==> config.mk <==
export PLATFORM = sky130hd
export DESIGN_NAME = ball_intake_stack_sequencer
export DESIGN_NICKNAME = d
export VERILOG_FILES = /design/src/hdl/bis_pkg.sv /design/src/hdl/ball_intake_stack_sequencer.sv /design/src/hdl/bis_step.sv
export VERILOG_INCLUDE_DIRS = /design/src /design/src/hdl
export SDC_FILE = /design/constraint.sdc
export NUM_CORES = 1
export LEC_CHECK = 0
export BUFFER_PORTS_ARGS = -buffer_cell sky130_fd_sc_hd__buf_2
export CORE_ASPECT_RATIO = 0.8
export CORE_UTILIZATION = 50
export CTS_BUF_LIST = sky130_fd_sc_hd__clkbuf_2 sky130_fd_sc_hd__clkbuf_4 sky130_fd_sc_hd__clkbuf_8
export CTS_CLUSTER_DIAMETER = 60
export DETAILED_ROUTE_END_ITERATION = 10
export GPL_TIMING_DRIVEN = 1
export PLACE_DENSITY = 0.78
export SETUP_SLACK_MARGIN = 0.1
export SLEW_MARGIN = 20
export SYNTH_ARGS = -nofsm -noshare
export SYNTH_HDL_FRONTEND = slang
export SYNTH_SLANG_ARGS = --single-unit
==> constraint.sdc <==
create_clock -name clk -period 11.64 [get_ports clk]
set_clock_uncertainty 0.15 [all_clocks]
set_input_delay 0 -clock clk [delete_from_list [all_inputs] [get_ports clk]]
set_output_delay 0 -clock clk [all_outputs]
set_load 0.02 [all_outputs]
==> src/hdl/ball_intake_stack_sequencer_defines.svh <==
// assertion macros for the top-level rtl file
`ifndef BALL_INTAKE_STACK_SEQUENCER_DEFINES_SVH
`define BALL_INTAKE_STACK_SEQUENCER_DEFINES_SVH

`ifndef ASSERT_OFF

// same-cycle implication, clocked on clk, held off during reset
`define BIS_ASSERT_IMPL(label, ante, cons, msg) \
    label: assert property (@(posedge clk) disable iff (!rst_n) (ante) |-> (cons)) \
        else $error(msg);

// next-cycle implication
`define BIS_ASSERT_NEXT(label, ante, cons, msg) \
    label: assert property (@(posedge clk) disable iff (!rst_n) (ante) |=> (cons)) \
        else $error(msg);

`else

`define BIS_ASSERT_IMPL(label, ante, cons, msg)
`define BIS_ASSERT_NEXT(label, ante, cons, msg)

`endif

`endif

==> src/hdl/bis_pkg.sv <==
package bis_pkg;

    localparam int DIST_W  = 14;
    localparam int COUNT_W = 6;
    localparam int SLOTS_W = 4;
    localparam int TOTAL_W = 7;
    localparam int MODE_W  = 2;
    localparam int ADDR_W  = 5;
    localparam int DATA_W  = 32;
    localparam int IDX_W   = ADDR_W - 2;

    typedef enum logic [1:0] {
        PH_SEEK,
        PH_LOAD,
        PH_STACK,
        PH_FULL
    } phase_t;

    typedef enum logic [2:0] {
        UP_COAST,
        UP_BRAKE,
        UP_FEED,
        UP_HOLD,
        UP_REVERSE
    } up_cmd_t;

    typedef enum logic [1:0] {
        S2_COAST,
        S2_BRAKE,
        S2_DOWN,
        S2_LIFT
    } s2_cmd_t;

    localparam logic [MODE_W-1:0] MODE_INTAKE  = 2'd1;
    localparam logic [MODE_W-1:0] MODE_OUTTAKE = 2'd2;

    localparam logic [IDX_W-1:0] REG_ENTRY_THR   = 3'd0;
    localparam logic [IDX_W-1:0] REG_STORAGE_THR = 3'd1;
    localparam logic [IDX_W-1:0] REG_TOP_THR     = 3'd2;
    localparam logic [IDX_W-1:0] REG_STACK_TGT   = 3'd3;
    localparam logic [IDX_W-1:0] REG_SLOTS       = 3'd4;
    localparam logic [IDX_W-1:0] REG_HOLD_EN     = 3'd5;

    typedef struct packed {
        logic [DIST_W-1:0]  entry_thr;
        logic [DIST_W-1:0]  storage_thr;
        logic [DIST_W-1:0]  top_thr;
        logic [COUNT_W-1:0] stack_target;
        logic [SLOTS_W-1:0] storage_slots;
        logic               hold_enable;
    } cfg_t;

    typedef struct packed {
        logic [DIST_W-1:0] entry_dist;
        logic [DIST_W-1:0] storage_dist;
        logic [DIST_W-1:0] top_dist;
        logic [MODE_W-1:0] run_mode;
        logic              clear;
    } sample_t;

    typedef struct packed {
        phase_t             phase;
        logic [COUNT_W-1:0] ball_count;
        logic               storage_full;
        logic               entry_last;
        logic               top_last;
        up_cmd_t            upstream;
        s2_cmd_t            stage_two;
    } state_t;

    typedef struct packed {
        up_cmd_t            upstream;
        s2_cmd_t            stage_two;
        logic [COUNT_W-1:0] stack_count;
        logic               storage_held;
        logic [TOTAL_W-1:0] total_count;
        phase_t             phase;
    } result_t;

    localparam cfg_t CFG_RESET = '{
        entry_thr:     14'd50,
        storage_thr:   14'd50,
        top_thr:       14'd50,
        stack_target:  6'd10,
        storage_slots: 4'd1,
        hold_enable:   1'b0
    };

    localparam state_t STATE_RESET = '{
        phase:        PH_SEEK,
        ball_count:   '0,
        storage_full: 1'b0,
        entry_last:   1'b0,
        top_last:     1'b0,
        upstream:     UP_COAST,
        stage_two:    S2_COAST
    };

    // a reading of zero means no echo, so it never counts
    function automatic logic present(input logic [DIST_W-1:0] dist_mm,
                                     input logic [DIST_W-1:0] thr);
        return (dist_mm != '0) && (dist_mm <= thr);
    endfunction

endpackage

==> src/hdl/ball_intake_stack_sequencer.sv <==
// ball intake stack sequencer
// one input word is one control tick: three distance samples in mm, a run
// mode and a clear flag. each tick gives exactly one result word with the
// upstream roller and stage two command codes, the stack count, the storage
// flag, the total count and the intake phase.
// both channels use valid/stall; a word moves on a rising edge with valid high
// and stall low. thresholds, stack target, storage slots and hold enable sit
// behind the apb port at byte addresses 0, 4, 8, 12, 16 and 20.
// a word accepted into the input register is stepped through the sequencer
// logic into the result register once the output is free, and is shown on
// the output from then on. throughput: one word per cycle while out_stall
// is low; the input register and the result register each hold one word,
// and the sequencer state updates once per word.
// if the receiver stalls, the result is held, the input register fills and
// then in_stall is raised until the result is taken.
// reset clears the pipeline, puts the sequencer in seek with zero counts and
// both rollers coasting, and loads the register defaults.
`include "ball_intake_stack_sequencer_defines.svh"

module ball_intake_stack_sequencer (
    input  logic                          clk,
    input  logic                          rst_n,
    input  logic                          psel,
    input  logic                          penable,
    input  logic                          pwrite,
    input  logic [bis_pkg::ADDR_W-1:0]    paddr,
    input  logic [bis_pkg::DATA_W-1:0]    pwdata,
    output logic [bis_pkg::DATA_W-1:0]    prdata,
    output logic                          pready,
    input  logic                          in_valid,
    output logic                          in_stall,
    input  logic [bis_pkg::DIST_W-1:0]    entry_distance,
    input  logic [bis_pkg::DIST_W-1:0]    storage_distance,
    input  logic [bis_pkg::DIST_W-1:0]    top_distance,
    input  logic [bis_pkg::MODE_W-1:0]    run_mode,
    input  logic                          clear_counts,
    output logic                          out_valid,
    input  logic                          out_stall,
    output logic [2:0]                    upstream_cmd,
    output logic [1:0]                    stage_two_cmd,
    output logic [bis_pkg::COUNT_W-1:0]   stack_count,
    output logic                          storage_held,
    output logic [bis_pkg::TOTAL_W-1:0]   total_count,
    output logic [1:0]                    intake_phase_out
);
    import bis_pkg::*;

    cfg_t              cfg_reg;
    logic              cfg_write;
    logic [IDX_W-1:0]  cfg_idx;

    logic              s1_valid_reg;
    logic              s1_valid_next;
    sample_t           s1_sample_reg;
    logic              out_valid_reg;
    logic              out_valid_next;
    result_t           result_reg;
    state_t            state_reg;
    state_t            state_next;
    result_t           result_next;

    logic              out_free;
    logic              advance;
    logic              in_accept;

    // configuration port
    assign pready    = 1'b1;
    assign cfg_idx   = paddr[ADDR_W-1:2];
    assign cfg_write = psel && penable && pwrite;

    always_ff @(posedge clk or negedge rst_n)
    begin
        if (!rst_n)
        begin
            cfg_reg <= CFG_RESET;
        end
        else if (cfg_write)
        begin
            unique case (cfg_idx)
                REG_ENTRY_THR:   cfg_reg.entry_thr     <= pwdata[DIST_W-1:0];
                REG_STORAGE_THR: cfg_reg.storage_thr   <= pwdata[DIST_W-1:0];
                REG_TOP_THR:     cfg_reg.top_thr       <= pwdata[DIST_W-1:0];
                REG_STACK_TGT:   cfg_reg.stack_target  <= pwdata[COUNT_W-1:0];
                REG_SLOTS:       cfg_reg.storage_slots <= pwdata[SLOTS_W-1:0];
                REG_HOLD_EN:     cfg_reg.hold_enable   <= pwdata[0];
                default:         ;
            endcase
        end
    end

    always_comb
    begin
        unique case (cfg_idx)
            REG_ENTRY_THR:   prdata = DATA_W'(cfg_reg.entry_thr);
            REG_STORAGE_THR: prdata = DATA_W'(cfg_reg.storage_thr);
            REG_TOP_THR:     prdata = DATA_W'(cfg_reg.top_thr);
            REG_STACK_TGT:   prdata = DATA_W'(cfg_reg.stack_target);
            REG_SLOTS:       prdata = DATA_W'(cfg_reg.storage_slots);
            REG_HOLD_EN:     prdata = DATA_W'(cfg_reg.hold_enable);
            default:         prdata = '0;
        endcase
    end

    // pipeline handshake
    assign out_free       = !out_valid_reg || !out_stall;
    assign advance        = s1_valid_reg && out_free;
    assign in_stall       = s1_valid_reg && !out_free;
    assign in_accept      = in_valid && !in_stall;
    assign s1_valid_next  = in_accept || (s1_valid_reg && !advance);
    assign out_valid_next = advance || (out_valid_reg && out_stall);

    always_ff @(posedge clk or negedge rst_n)
    begin
        if (!rst_n)
        begin
            s1_valid_reg  <= 1'b0;
            out_valid_reg <= 1'b0;
            state_reg     <= STATE_RESET;
        end
        else
        begin
            s1_valid_reg  <= s1_valid_next;
            out_valid_reg <= out_valid_next;
            if (advance)
            begin
                state_reg <= state_next;
            end
        end
    end

    always_ff @(posedge clk)
    begin
        if (in_accept)
        begin
            s1_sample_reg.entry_dist   <= entry_distance;
            s1_sample_reg.storage_dist <= storage_distance;
            s1_sample_reg.top_dist     <= top_distance;
            s1_sample_reg.run_mode     <= run_mode;
            s1_sample_reg.clear        <= clear_counts;
        end
        if (advance)
        begin
            result_reg <= result_next;
        end
    end

    bis_step u_step (
        .state      (state_reg),
        .cfg        (cfg_reg),
        .sample     (s1_sample_reg),
        .state_next (state_next),
        .result     (result_next)
    );

    assign out_valid        = out_valid_reg;
    assign upstream_cmd     = result_reg.upstream;
    assign stage_two_cmd    = result_reg.stage_two;
    assign stack_count      = result_reg.stack_count;
    assign storage_held     = result_reg.storage_held;
    assign total_count      = result_reg.total_count;
    assign intake_phase_out = result_reg.phase;

    `BIS_ASSERT_IMPL(a_load_not_full, state_reg.phase == PH_LOAD, !state_reg.storage_full, "loading phase with storage already full")
    `BIS_ASSERT_NEXT(a_state_hold, !advance, $stable(state_reg), "sequencer state moved without a word")
    `BIS_ASSERT_IMPL(a_stall_cause, in_stall, s1_valid_reg && out_valid_reg && out_stall, "input stalled with room downstream")
    `BIS_ASSERT_NEXT(a_result_shown, advance, out_valid_reg, "stepped word not presented")

endmodule

==> src/hdl/bis_step.sv <==
module bis_step (
    input  bis_pkg::state_t                 state,
    input  bis_pkg::cfg_t                   cfg,
    input  bis_pkg::sample_t                sample,
    output bis_pkg::state_t                 state_next,
    output bis_pkg::result_t                result
);
    import bis_pkg::*;

    logic               entry;
    logic               storage;
    logic               top;
    logic [COUNT_W-1:0] count_inc;

    assign entry     = present(sample.entry_dist, cfg.entry_thr);
    assign storage   = present(sample.storage_dist, cfg.storage_thr);
    assign top       = present(sample.top_dist, cfg.top_thr);
    assign count_inc = state.ball_count + COUNT_W'(1);

    always_comb
    begin
        state_next = state;
        if (sample.clear)
        begin
            // motor commands are left as they were
            state_next.ball_count   = '0;
            state_next.storage_full = 1'b0;
            state_next.phase        = PH_SEEK;
            state_next.entry_last   = 1'b0;
            state_next.top_last     = 1'b0;
        end
        else
        begin
            unique case (sample.run_mode)
                MODE_INTAKE:
                begin
                    unique case (state.phase)
                        PH_SEEK:
                        begin
                            if (state.storage_full)
                            begin
                                state_next.phase = PH_STACK;
                            end
                            else
                            begin
                                state_next.upstream  = UP_FEED;
                                state_next.stage_two = S2_BRAKE;
                                if (entry)
                                begin
                                    state_next.phase = PH_LOAD;
                                end
                            end
                        end
                        PH_LOAD:
                        begin
                            state_next.upstream  = UP_FEED;
                            state_next.stage_two = S2_DOWN;
                            if (storage)
                            begin
                                state_next.storage_full = 1'b1;
                                state_next.stage_two    = S2_BRAKE;
                                state_next.phase        = PH_STACK;
                            end
                        end
                        PH_STACK:
                        begin
                            if (state.ball_count >= cfg.stack_target)
                            begin
                                state_next.phase = PH_FULL;
                            end
                            else
                            begin
                                state_next.upstream = UP_FEED;
                            end
                        end
                        PH_FULL:
                        begin
                            state_next.upstream = cfg.hold_enable ? UP_HOLD : UP_BRAKE;
                            if (state.ball_count < cfg.stack_target)
                            begin
                                state_next.phase = PH_STACK;
                            end
                        end
                    endcase
                    // count a ball on the rising edge at the entry sensor
                    if (state_next.storage_full && state_next.phase == PH_STACK &&
                        state.ball_count < cfg.stack_target && entry && !state.entry_last)
                    begin
                        state_next.ball_count = count_inc;
                        if (count_inc >= cfg.stack_target)
                        begin
                            state_next.phase = PH_FULL;
                        end
                    end
                end
                MODE_OUTTAKE:
                begin
                    if (state.ball_count != '0)
                    begin
                        state_next.upstream = UP_REVERSE;
                        // a ball leaving the top sensor
                        if (state.top_last && !top)
                        begin
                            state_next.ball_count = state.ball_count - COUNT_W'(1);
                        end
                    end
                    else
                    begin
                        state_next.upstream = UP_COAST;
                        if (state.storage_full)
                        begin
                            state_next.stage_two = S2_LIFT;
                            if (top)
                            begin
                                state_next.storage_full = 1'b0;
                            end
                        end
                        else
                        begin
                            state_next.stage_two = S2_COAST;
                        end
                    end
                end
                default:
                begin
                    state_next.upstream  = UP_COAST;
                    state_next.stage_two = S2_COAST;
                end
            endcase
            state_next.entry_last = entry;
            state_next.top_last   = top;
        end
    end

    always_comb
    begin
        result.upstream     = state_next.upstream;
        result.stage_two    = state_next.stage_two;
        result.stack_count  = state_next.ball_count;
        result.storage_held = state_next.storage_full;
        result.total_count  = TOTAL_W'(state_next.ball_count) +
                              (state_next.storage_full ? TOTAL_W'(cfg.storage_slots)
                                                       : TOTAL_W'(0));
        result.phase        = state_next.phase;
    end

endmodule

# Word level (Yosys, flattened, before mapping)
# Index checks and enable logic that the tools add are counted.
# classes
n_lt_le_gt_ge	6
reduce_logical	37
mux	35
n_eq_ne	11
addsub	3
# ops
op	count
14-bit case mux with 6 select lines	1
14-bit <= comparator	3
14-bit nonzero test	3
2-bit two-way mux	13
1-bit logical AND	15
7-bit case mux with 2 select lines	1
6-bit >= comparator	2
6-bit two-way mux	2
3-bit case mux with 4 select lines	1
2-bit AND reduction	6
11-bit two-way mux	1
5-bit two-way mux	2
5-bit case mux with 2 select lines	1
2-bit equality test, second input constant	4
8-bit two-way mux	1
2-bit case mux with 4 select lines	1
6-bit by 7-bit adder with 7-bit output	1
1-bit logical NOT	7
1-bit two-way mux	7
6-bit by 1-bit adder with 6-bit output, second input constant	1
3-bit by 2-bit equality test with 1-bit output, second input constant	2
3-bit equality test, second input constant	2
6-bit less-than comparator	1
3-bit two-way mux	2
other kinds (9)	12
# word_totals
regBits	137
inputBits	89

# Logic depth before layout (Yosys ltp)
# Gate-level depths: netlist (run 1).
# logic_depth
word_depth	17
ltp_mapped	18
ltp_nobuf	18

# By module
# Synthesis (run 1) repeated with hierarchy kept, for this count alone.
# unflattened
cells_unflattened	704
hier_area_um2	8013.9
# modules_own_cells
mod	instances	cells_each	seq_area_each_um2	area_each_um2
ball_intake_stack_sequencer	1	320	3773.6	5381.4
bis_step	1	384	0.0	2632.5

# Worst setup path after synthesis (run 1)
# OpenSTA, ideal clock, no wires.
# synth_timing
path_kind	register -> register
startpoint	register cfg_reg[8] in the netlist's numbering
endpoint	register result_reg (netlist bit total_count[5]) (data pin)
path_buffers	0
path_stages_with_launch	19
arrival_ps	3859
required_ps	11232
setup_slack_ps	7373
path_cell_list	dfstp_2 -> inv_1 -> ha_1 -> a21o_1 -> a21o_1 -> a221o_1 -> or3_4 -> a211oi_4 -> nand2_1 -> a22o_1 -> a211oi_1 -> nor3_1 -> ha_1 -> a21o_1 -> a21oi_1 -> inv_1 -> a21oi_1 -> nor2_1 -> xnor2_1
# synth_rtl
element	line_no	rtl
start, declared	ball_intake_stack_sequencer.sv:48	cfg_t cfg_reg;
end signal, assigned	ball_intake_stack_sequencer.sv:143	result_reg <= result_next;
end, declared	ball_intake_stack_sequencer.sv:57	result_t result_reg;

==> results of run 1 <==
-- cell families after synthesis --
family / after synthesis
AO/OA/AOI/OAI: 149
XOR/XNOR: 12
adder cells (fa/ha/maj): 63
buffers and inverters: 111
flip-flops: 137
multiplexers: 54
other: 2
AND/OR/NAND/NOR: 198
-- layout by cell type (no fill, tap or decap), types with 3 or more instances in the layout --
| cell | count |
|---|---|
| a211oi_1 | 3 |
| a21o_1 | 10 |
| a21oi_1 | 38 |
| a311o_1 | 3 |
| a31oi_1 | 5 |
| and2_1 | 8 |
| and4_1 | 4 |
| buf_2 | 105 |
| bufinv_16 | 4 |
| clkbuf_4 | 3 |
| clkbuf_8 | 17 |
| clkinv_2 | 3 |
| clkinvlp_4 | 3 |
| conb_1 | 19 |
| dfrtp_1 | 59 |
| dfstp_2 | 12 |
| dlygate4sd3_1 | 63 |
| edfxtp_1 | 66 |
| ha_1 | 62 |
| inv_1 | 62 |
| mux2_2 | 37 |
| mux2i_1 | 14 |
| nand2_1 | 52 |
| nand2b_1 | 8 |
| nand3_1 | 10 |
| nand4_1 | 13 |
| nor2_1 | 44 |
| nor2b_1 | 12 |
| nor3_1 | 8 |
| nor4_1 | 15 |
| o21a_1 | 5 |
| o21ai_0 | 43 |
| o21bai_1 | 4 |
| o221ai_1 | 4 |
| o22ai_1 | 4 |
| or3_1 | 5 |
| or4_1 | 3 |
| xnor2_1 | 7 |
| xor2_1 | 5 |
-- area by class of cell --
cell class	instances	area [µm²]
repair buffers	170	1170
clock inverters	12	175
multi-input cells	495	3600
fillers	1279	5630
inverters	65	244
clock buffers	20	256
well taps	210	263
flip-flops and latches	137	3770
-- worst register-to-register path, cell delays in order, from the launching register on --
cell	delay [ns]
dfrtp_1	0.59
ha_1	0.33
a21o_1	0.18
a21o_1	0.17
a221o_1	0.40
or3_4	0.40
a211oi_4	0.33
nand2_1	0.14
a22o_1	0.22
a211oi_1	0.28
nor3_1	0.12
ha_1	0.33
a21o_1	0.19
a21oi_1	0.24
inv_1	0.07
a21oi_1	0.15
nor2_1	0.06
xnor2_1	0.13
-- repair_timing --
item                                   4_1_cts  5_1_grt
hold buffers                                63        0
setup buffers                                0        0
resized for setup                            0        0
endpoints found under the hold margin      159        0
-- power by group through the flow --
stage | logic, mW | registers [mW] | clock network [mW]
6_report | 0.303 | 0.624 | 0.429
4_1_cts | 0.302 | 0.623 | 0.434
5_1_grt | 0.340 | 0.632 | 0.458
2_1_floorplan | 0.202 | 0.621 | 0
3_3_place_gp | 0.275 | 0.630 | 0
3_5_place_dp | 0.283 | 0.633 | 0
-- final timing paths --
kind	from	cells past startpoint	slack, ns	end
setup / recovery	state_reg[11]$_DFFE_PN0P_	17	6.92	total_count[5]$_DFFE_PP_
hold / removal	penable	5	0.05	cfg_reg[8]$_DFFE_PN1P_
setup reg to reg	state_reg[11]$_DFFE_PN0P_	17	6.92	total_count[5]$_DFFE_PP_
hold reg to reg	state_reg[6]$_DFFE_PN0P_	2	0.34	state_reg[6]$_DFFE_PN0P_
max in group asynchronous	rst_n	3	10.61	cfg_reg[31]$_DFFE_PN0P_
min in group asynchronous	rst_n	3	0.13	state_reg[3]$_DFFE_PN0P_
-- metal layers --
layer / GRT usage / vias to the layer above
li1: - / 2909
met1: 0.366 / 2818
met2: 0.354 / 212
met3: 0.0508 / 25
met4: 0.0903 / 0
met5: 0 / -
==> metrics.md, run 1 <==
| Metric | Value |
|---|---|
| Post-detail-place hpwl | ~13000 µm |
| Die ar. | 16100 µm² |
| WL met3 | around 1000 µm |
| Max reg flops | 53 |
| Mapped Cells | 726 |
| Count leader, synth | edfxtp_1 |
| Comb pwr share | 0.223 |
| WP data arrival | 4.78 ns |
| Worst setup EP type | flip-flop |
| Initial antenna violation count | 0 |
| Delay-heaviest family, CP | compound AO/OA/AOI/OAI gates |
| Row Count | 40 |
| Multiplexer share of the synthesized area | 0.0787 |
| DR top layer | met4 |
| Final hold viol count | 0 |
| Clock tree buffer depth | 2 |
| Share of layout cells above drive strength 1 | 0.231 |
| Internal | 948 µW |
| Routed WL per cell | 16.7 µm |
| Worst VDD drop | 101 µV |
| Worst-skew pair later-pin latency | 0.46 ns |
| Drt first pass iters | 5 |
| Post-synth top flop | edfxtp_1 |
| Wl on met1 | between 9000 and 10000 µm |
| Leak | 4.25 nW |
| Post-synth top area share | 0.254 |
| CP dominant cell by count | a21o_1 |
| Yosys cell types | 71 |
| WP data required | 11.70 ns |
| CP max-delay cell | dfrtp_1 |
| Layout Utilization | 0.628 |
| Drt drc | 0 |
| Initial cell density of the core | 0.515 |
| RSZ-0062 raised after global routing | false |
| Compound-Gate Fraction of Synth Area | 0.127 |
| Clock power frac | 0.317 |
| H-Tree Level Count | 4 |
| Final period util | 0.405 |
| Max-cap violations | 0 |
| Slew HR | 0.308 |
| Ys Warns | 0 |
| GRT Total Usage | 0.246 |
| DIE HEIGHT | between 100 and 150 µm |
| CTS Buf Count | 17 |
| DP Cell Count | 1014 |
| Sink Count | 137 |
| Mapped cell area | 7790 µm² |
| Largest stage delay, worst path | slightly below 0.6 ns |
| WP buf/inv | 1 |
| Critical path peak fanout | 11 |
| # diodes | 0 |
| Sequential share of power | 0.460 |
| Commonest cells post-synth | 66 x edfxtp_1, 62 x ha_1, 62 x inv_1, 59 x dfrtp_1, 52 x nand2_1 |
| Worst path cell trace | ha_1 > a21o_1 > a21o_1 > a221o_1 > or3_4 > a211oi_4 > nand2_1 > a22o_1 > a211oi_1 > nor3_1 > ha_1 > a21o_1 > a21oi_1 > inv_1 > a21oi_1 > nor2_1 > xnor2_1 |
| Sw Share | 0.301 |
| Core area | 15100 µm² |
| # IOs | 145 |
| Design Power | 1.36 mW |
| Area leader, netlist | edfxtp_1 |
| Post-synthesis register bit count | 137 |
| Slew Viols, Final | 0 |
| Hold Slack | between 0.04 and 0.05 ns |
| Synth top area cells | edfxtp_1 25%, dfrtp_1 19%, ha_1 10%, mux2_2 5.3%, dfstp_2 4.0% |
| Worst-Margin Slew | slightly above 1 ns |
| Via count | 5964 |
| Crit path time final | 4.72 ns |
| Status | finished clean |
| Detailed Route WL | 18500 µm |
| Post-route cell area | between 9000 and 10000 µm² |
| Number of synthesized flops with an enable pin | 66 |
| Via density | approximately 5.4 |
| Post-route insts no fill | 1109 |
| Xor and xnor area share after synthesis | 0.0135 |
| Power per cell area | about 140 nW/µm² |
| Synth Area per Inst | approximately 11 µm² |
| Vias in the first global route | between 5000 and 6000 |
| Initial DRC Count | 395 |
| Die span in x | between 100 and 150 µm |
| Startpoint Class | flip-flop |
| PortBufs | 105 |
| First-pass GRT wire length | 30100 µm |
| Post-route setup slack | 6.92 ns |
| Placer Congestion | 0.953 |
| Setup violations, final | 0 |
| WL met2 | 7800 µm |
| Place WS | between 7 and 8 ns |
| ANT nets after route | 0 |
| Seq/Total Area, Yosys | 0.484 |
| Largest net degree at the start of global routing | 72 |
| Peak Freq | 212 MHz |
| Final TNS setup | 0 ns |
| Post-synthesis adder-cell area fraction | 0.102 |
| Post-Synth Simple-Gate Area | 0.131 |
| Clk slew on worst S/H paths | 0.08 ns |
| Worst setup path class | reg -> reg |
| DP Area | 8420 µm² |
| Root Driver | clkbuf_8 |
| Post-synth ARST share | 0.518 |
| TritonCTS clock tree | yes |
| Fin nets | 1038 |
| Hold WC Path Type | in -> reg |
| NetSw | 408 µW |
| Largest family of logic cells by synthesized area | simple AND/OR/NAND/NOR gates |
| Grt ovf | 0 |
| Area growth syn-to-layout | 21.8% |
(Power assumes the default switching activity.)
==> run 2: changes to the inputs <==
--- a/config.mk
+++ b/config.mk
@@ -13,7 +13,7 @@
 export CTS_CLUSTER_DIAMETER = 60
 export DETAILED_ROUTE_END_ITERATION = 10
 export GPL_TIMING_DRIVEN = 1
-export PLACE_DENSITY = 0.78
+export PLACE_DENSITY = 0.81
 export SETUP_SLACK_MARGIN = 0.1
 export SLEW_MARGIN = 20
 export SYNTH_ARGS = -nofsm -noshare
==> constraint.sdc (replaced) <==
create_clock -name clk -period 3.9 [get_ports clk]
set_clock_uncertainty 0.15 [all_clocks]
set_input_delay 0 -clock clk [delete_from_list [all_inputs] [get_ports clk]]
set_output_delay 0 -clock clk [all_outputs]
set_load 0.02 [all_outputs]
==> run 2 against run 1 <==
Effect of this change:
- the flow now finishes with violations (setup timing)
- cell area up 8.0%
- fmax up 13%
- clock power rose to 2.6 times the previous value
- final cell count up 7.5%
- combinational power rose to 3.7 times the previous value
- sequential power rose to 3.0 times the previous value
- register-to-register slack worse by 7.2 ns
- critical path depth unchanged
- sequential share of layout area down 2.9 points
- total power rose to 3.0 times the previous value
- clock-buffer cell count down 2
- global-route usage up 1.7 points
- critical endpoint unchanged
- highest routed layer unchanged
==> metrics.md, run 2 (synthesis results as in run 1) <==
| Metric | Value |
|---|---|
| Status | finished with violations |
| Failing checks | setup timing |
| ANT nets after route | 0 |
| TritonCTS clock tree | yes |
| Fin nets | ~1100 |
| Crit path time final | 4.16 ns |
| Via density | 5.47 |
| Commonest non-fill, non-tap cell in the layout | buf_2 |
| Detailed Route WL | between 20000 and 25000 µm |
| Worst setup path class | reg -> reg |
| WP buf/inv | 1 |
| RSZ-0062 raised after global routing | true |
| Critical path peak fanout | 3 |
| Post-route setup slack | -0.262 ns |
| CP max-delay cell | or4b_1 |
| GRT Total Usage | 0.264 |
| Post-detail-place hpwl | 14400 µm |
| Hold WC Path Type | in -> async |
| Post-route cell area | around 10000 µm² |
| First-pass GRT wire length | between 30000 and 40000 µm |
| Max reg flops | 53 |
| Drt drc | 0 |
| Final period util | 1.07 |
| Final TNS setup | -0.720 ns |
| Largest net degree at the start of global routing | 46 |
| WP data required | 3.97 ns |
| Place WS | -0.254 ns |
| Initial cell density of the core | 0.515 |
| Vias in the first global route | 6294 |
| Worst-Margin Slew | 0.993 ns |
| Via count | 6516 |
| Setup violations, final | 5 |
| Area growth syn-to-layout | 31.5% |
| DIE HEIGHT | around 110 µm |
| Clk slew on worst S/H paths | 0.08 ns |
| Die ar. | ~16000 µm² |
| Leak | between 4 and 5 nW |
| Routed WL per cell | around 17 µm |
| Share of layout cells above drive strength 1 | 0.323 |
| Power per cell area | 400 nW/µm² |
| Core area | 15100 µm² |
| Peak Freq | 240 MHz |
| Startpoint Class | flip-flop |
| WP data arrival | 4.23 ns |
| Initial antenna violation count | 0 |
| DP Area | 9000 µm² |
| Commonest non-fill, non-tap cells in the layout | 105 x buf_2, 84 x buf_4, 66 x edfxtp_1, 63 x dlygate4sd3_1, 60 x inv_1 |
| Worst path cell trace | ha_4 > and4_1 > nand4_1 > or4b_1 > o31a_1 > a211oi_4 > nand2_2 > a22o_1 > a211oi_2 > nor3_2 > ha_1 > a21o_1 > a21oi_2 > inv_1 > a21oi_1 > nor2_1 > xnor2_1 |
| Drt first pass iters | 5 |
| Final hold viol count | 0 |
| Initial DRC Count | 597 |
| Slew Viols, Final | 0 |
| Sink Count | 137 |
| Max-cap violations | 0 |
| Layout Utilization | 0.678 |
| CTS Buf Count | 17 |
| Delay-heaviest family, CP | compound AO/OA/AOI/OAI gates |
| Root Driver | clkbuf_8 |
| Row Count | 40 |
| # diodes | 0 |
| Die span in x | 142 µm |
| R2R Setup Slk | -0.26 ns |
| PortBufs | 105 |
| Worst setup EP type | flip-flop |
| Worst-skew pair later-pin latency | 0.47 ns |
| Largest stage delay, worst path | around 0.5 ns |
| Clock tree buffer depth | 2 |
| Placer Congestion | 0.923 |
| Grt ovf | 0 |
| Design Power | a little over 4 mW |
| H-Tree Level Count | 4 |
| Worst VDD drop | 259 µV |
| # IOs | 145 |
| Slew HR | 0.338 |
-- run 2: final timing paths --
path | depth (start not counted) | end | from
setup / recovery | 17 | total_count[5]$_DFFE_PP_ | s1_sample_reg[42]$_DFFE_PP_
hold reg to reg | 1 | out_valid$_DFF_PN0_ | s1_valid_reg$_DFF_PN0_
min in group clk | 4 | cfg_reg[0]$_DFFE_PN0P_ | penable
hold / removal | 2 | state_reg[9]$_DFFE_PN0P_ | rst_n
setup reg to reg | 17 | total_count[5]$_DFFE_PP_ | s1_sample_reg[42]$_DFFE_PP_
max in group asynchronous | 3 | cfg_reg[1]$_DFFE_PN1P_ | rst_n
-- run 2: timing repair --
item                                    4_1_cts  5_1_grt
pin swaps                                    10       13
resized for setup                            14       12
setup buffers                                 9        7
endpoints found under the setup margin        6        6
hold endpoints to repair                    134        0
hold buffers                                 63        0
-- run 2: report_power, final --
part	switching (mW)	internal [mW]	leakage, nW
clock network	0.568	0.564	0.188
logic	0.587	0.528	2.99
registers	0.123	1.72	1.51
-- run 2: area by class of cell --
| type | instances | area, µm² |
|---|---|---|
| Clock buffer | 18 | 241 |
| Clock inverter | 14 | 133 |
| Fill cell | 1141 | 4870 |
| Inverter | 65 | 244 |
| Multi-Input combinational cell | 495 | 3790 |
| Sequential cell | 137 | 3770 |
| Tap cell | 210 | 263 |
| Timing Repair Buffer | 253 | 1800 |
-- run 2: metal layers --
metal | track usage | vias up | share of wire
li1 | - | 3081 | -
met2 | 0.397 | 297 | 0.44
met4 | 0.0882 | 0 | 0.019
met3 | 0.0567 | 35 | 0.078
met1 | 0.380 | 3103 | 0.47
met5 | 0 | - | 0
-- run 2: worst register-to-register path: cells and delay by family, from the launching register on --
kind	cells	cell delay, ns
flip-flops	1	0.46
XOR/XNOR	1	0.14
buffers and inverters	1	0.06
adder cells (fa/ha/maj)	2	0.62
AO/OA/AOI/OAI	7	1.44
AND/OR/NAND/NOR	6	1.04
-- run 2: through the flow --
step,hold slack (ns),cells
6_report,0.0803,1192
5_1_grt,0.0767,1192
4_1_cts,0.0584,1186
3_5_place_dp,0.0281,1083
3_3_place_gp,0.0279,1083
2_1_floorplan,-0.446,743
==> run 3: changes to the inputs <==
--- a/config.mk
+++ b/config.mk
@@ -15,6 +15,7 @@
 export GPL_TIMING_DRIVEN = 1
 export PLACE_DENSITY = 0.81
 export SETUP_SLACK_MARGIN = 0.1
+export SKIP_CTS_REPAIR_TIMING = 1
 export SLEW_MARGIN = 20
 export SYNTH_ARGS = -nofsm -noshare
 export SYNTH_HDL_FRONTEND = slang
==> run 3 against run 2 <==
Effect of this change:
- the flow still finishes with violations (setup timing)
- via count is 0.40% lower
- first-iteration DRC count down 7.5%
- die area did not move
- worst setup slack gained 0.025 ns
- cell area down 0.66%
- worst hold slack improved by 0.0038 ns
- sequential share of layout area increased by 0.24 points
- total power is 0.17% lower
- sequential power about the same
- register-to-register slack better by 0.02 ns
- clock-buffer cell count unchanged
- flip-flop and latch count unchanged
- highest routed layer unchanged
==> metrics.md, run 3 (synthesis results as in run 1) <==
| Metric | Value |
|---|---|
| Initial DRC Count | about 550 |
| Area growth syn-to-layout | 30.7% |
| Root Driver | clkbuf_8 |
| Sink Count | about 140 |
| Failing checks | setup timing |
| Detailed Route WL | 20200 µm |
| Critical path peak fanout | 3 |
| Share of layout cells above drive strength 1 | 0.317 |
| Critical path origin | cfg_reg[8]$_DFFE_PN1P_ |
| Status | finished with violations |
| Hold Crit Start | penable |
| Routed WL per cell | 17.0 µm |
| Grt ovf | 0 |
| DIE HEIGHT | ~110 µm |
| # diodes | 0 |
| Post-route setup slack | -0.237 ns |
| GRT Total Usage | 0.250 |
| Fillers | 1146 |
| R2r startpoint | cfg_reg[8]$_DFFE_PN1P_ |
| CTS Buf Count | 17 |
| Max-cap violations | 0 |
| Worst VDD drop | 255 µV |
| Multi-input gate area | 3750 µm² |
| Commonest non-fill, non-tap cell in the layout | buf_2 |
| Worst setup EP type | flip-flop |
| PortBufs | 105 |
| First-pass GRT wire length | slightly above 30000 µm |
| Via count | 6490 |
| Power per cell area | around 400 nW/µm² |
| Initial antenna violation count | 0 |
| Clock tree buffer depth | 2 |
| Hold Slack | approximately 0.084 ns |
| Worst-skew pair later-pin latency | roughly 0.46 ns |
| Vias in the first global route | a little under 6000 |
| Clk slew on worst S/H paths | ~0.080 ns |
| Setup violations, final | 5 |
| Slew Viols, Final | 0 |
| Hold WC Path Type | in -> reg |
| Drt first pass iters | 5 |
| Core area | 15100 µm² |
| WP data arrival | 4.20 ns |
| Slew HR | 0.322 |
| Worst r2r dst | total_count[5]$_DFFE_PP_ |
| Final TNS setup | -0.711 ns |
| Post-detail-place hpwl | 14400 µm |
| Worst hold path depth | 4 |
| Largest net degree at the start of global routing | 46 |
| Die ar. | 16100 µm² |
| TritonCTS clock tree | yes |
| Startpoint Class | flip-flop |
| Worst-Margin Slew | 1.02 ns |
| Worst setup path class | reg -> reg |
| Placer Congestion | 0.923 |
| Drt drc | 0 |
| Commonest non-fill, non-tap cells in the layout | 105 x buf_2, 82 x buf_4, 66 x edfxtp_1, 63 x dlygate4sd3_1, 60 x inv_1 |
| Row Count | 40 |
| Design Power | 4.09 mW |
| Reg2reg path depth | 18 |
| Initial cell density of the core | 0.515 |
| Die span in x | 142 µm |
| H-Tree Level Count | 4 |
| Leak | 4.66 nW |
| Crit path time final | 4.14 ns |
| Via density | 5.46 |
| # IOs | 145 |
| R2R Setup Slk | -0.24 ns |
| WP data required | slightly below 4 ns |
| Final hold viol count | 0 |
| Peak Freq | 242 MHz |
| Max reg flops | 53 |
| ANT nets after route | 0 |
| Final period util | 1.06 |
| Hold Path Sink | cfg_reg[0]$_DFFE_PN0P_ |
| FF+latch area | around 3800 µm² |
| Fin nets | between 1000 and 1500 |
| RSZ-0062 raised after global routing | true |
-- run 3: changes by cell type in the layout (fill, tap and decap cells not counted), sizes merged --
cell / previous run / this run
buf: 190 / 187
-- run 3: report_power, final --
| group | switching (mW) | total (mW) | internal (mW) |
|---|---|---|---|
| clock | 0.565 | 1.13 | 0.564 |
| combinational | 0.587 | 1.11 | 0.524 |
| sequential | 0.122 | 1.85 | 1.72 |
-- run 3: how the worst max path moves through the flow --
| stage | endpoint |
|---|---|
| floorplan | total_count[5]$_DFFE_PP_ |
| global placement | total_count[5]$_DFFE_PP_ |
| detailed placement | total_count[4]$_DFFE_PP_ |
| CTS | total_count[4]$_DFFE_PP_ |
| global route | total_count[5]$_DFFE_PP_ |
| finish | total_count[5]$_DFFE_PP_ |
-- run 3: cell type report --
cell class	count	area share
clock buffer	18	0.0237
clock inverter	14	0.0130
inverter	65	0.0240
multi-input combinational	495	0.369
sequential	137	0.371
tap	210	0.0258
timing repair buffer	250	0.174
-- run 3: per-stage QoR --
stage / worst slack, ns / std cells / utilization / area, µm²
after CTS: -0.289 / 1115 / 0.620 / 9370
final: -0.237 / 1189 / 0.674 / 10200
after global routing: -0.443 / 1189 / 0.674 / 10200
after detailed placement: -0.254 / 1083 / 0.595 / 9000
after global placement: -0.158 / 1083 / 0.595 / 9000
after floorplan: -0.0222 / 743 / - / 7920
-- run 3: layer usage --
metal	global-route usage	routed length, µm
met4	0.0867	378
met1	0.368	9500
met3	0.0575	1540
met2	0.361	8820
met5	0	0
-- run 3: critical path, stage by stage (launching register included) --
cell      delay (ns)
dfstp_2         0.53
inv_2           0.04
ha_4            0.20
a21o_1          0.15
a21o_1          0.14
a221o_1         0.35
or3_4           0.39
a211oi_4        0.28
nand2_2         0.09
a22o_1          0.22
a211oi_2        0.27
nor3_2          0.07
ha_1            0.32
a21o_1          0.17
a21oi_2         0.15
inv_1           0.06
a21oi_1         0.11
nor2_1          0.07
xnor2_1         0.13
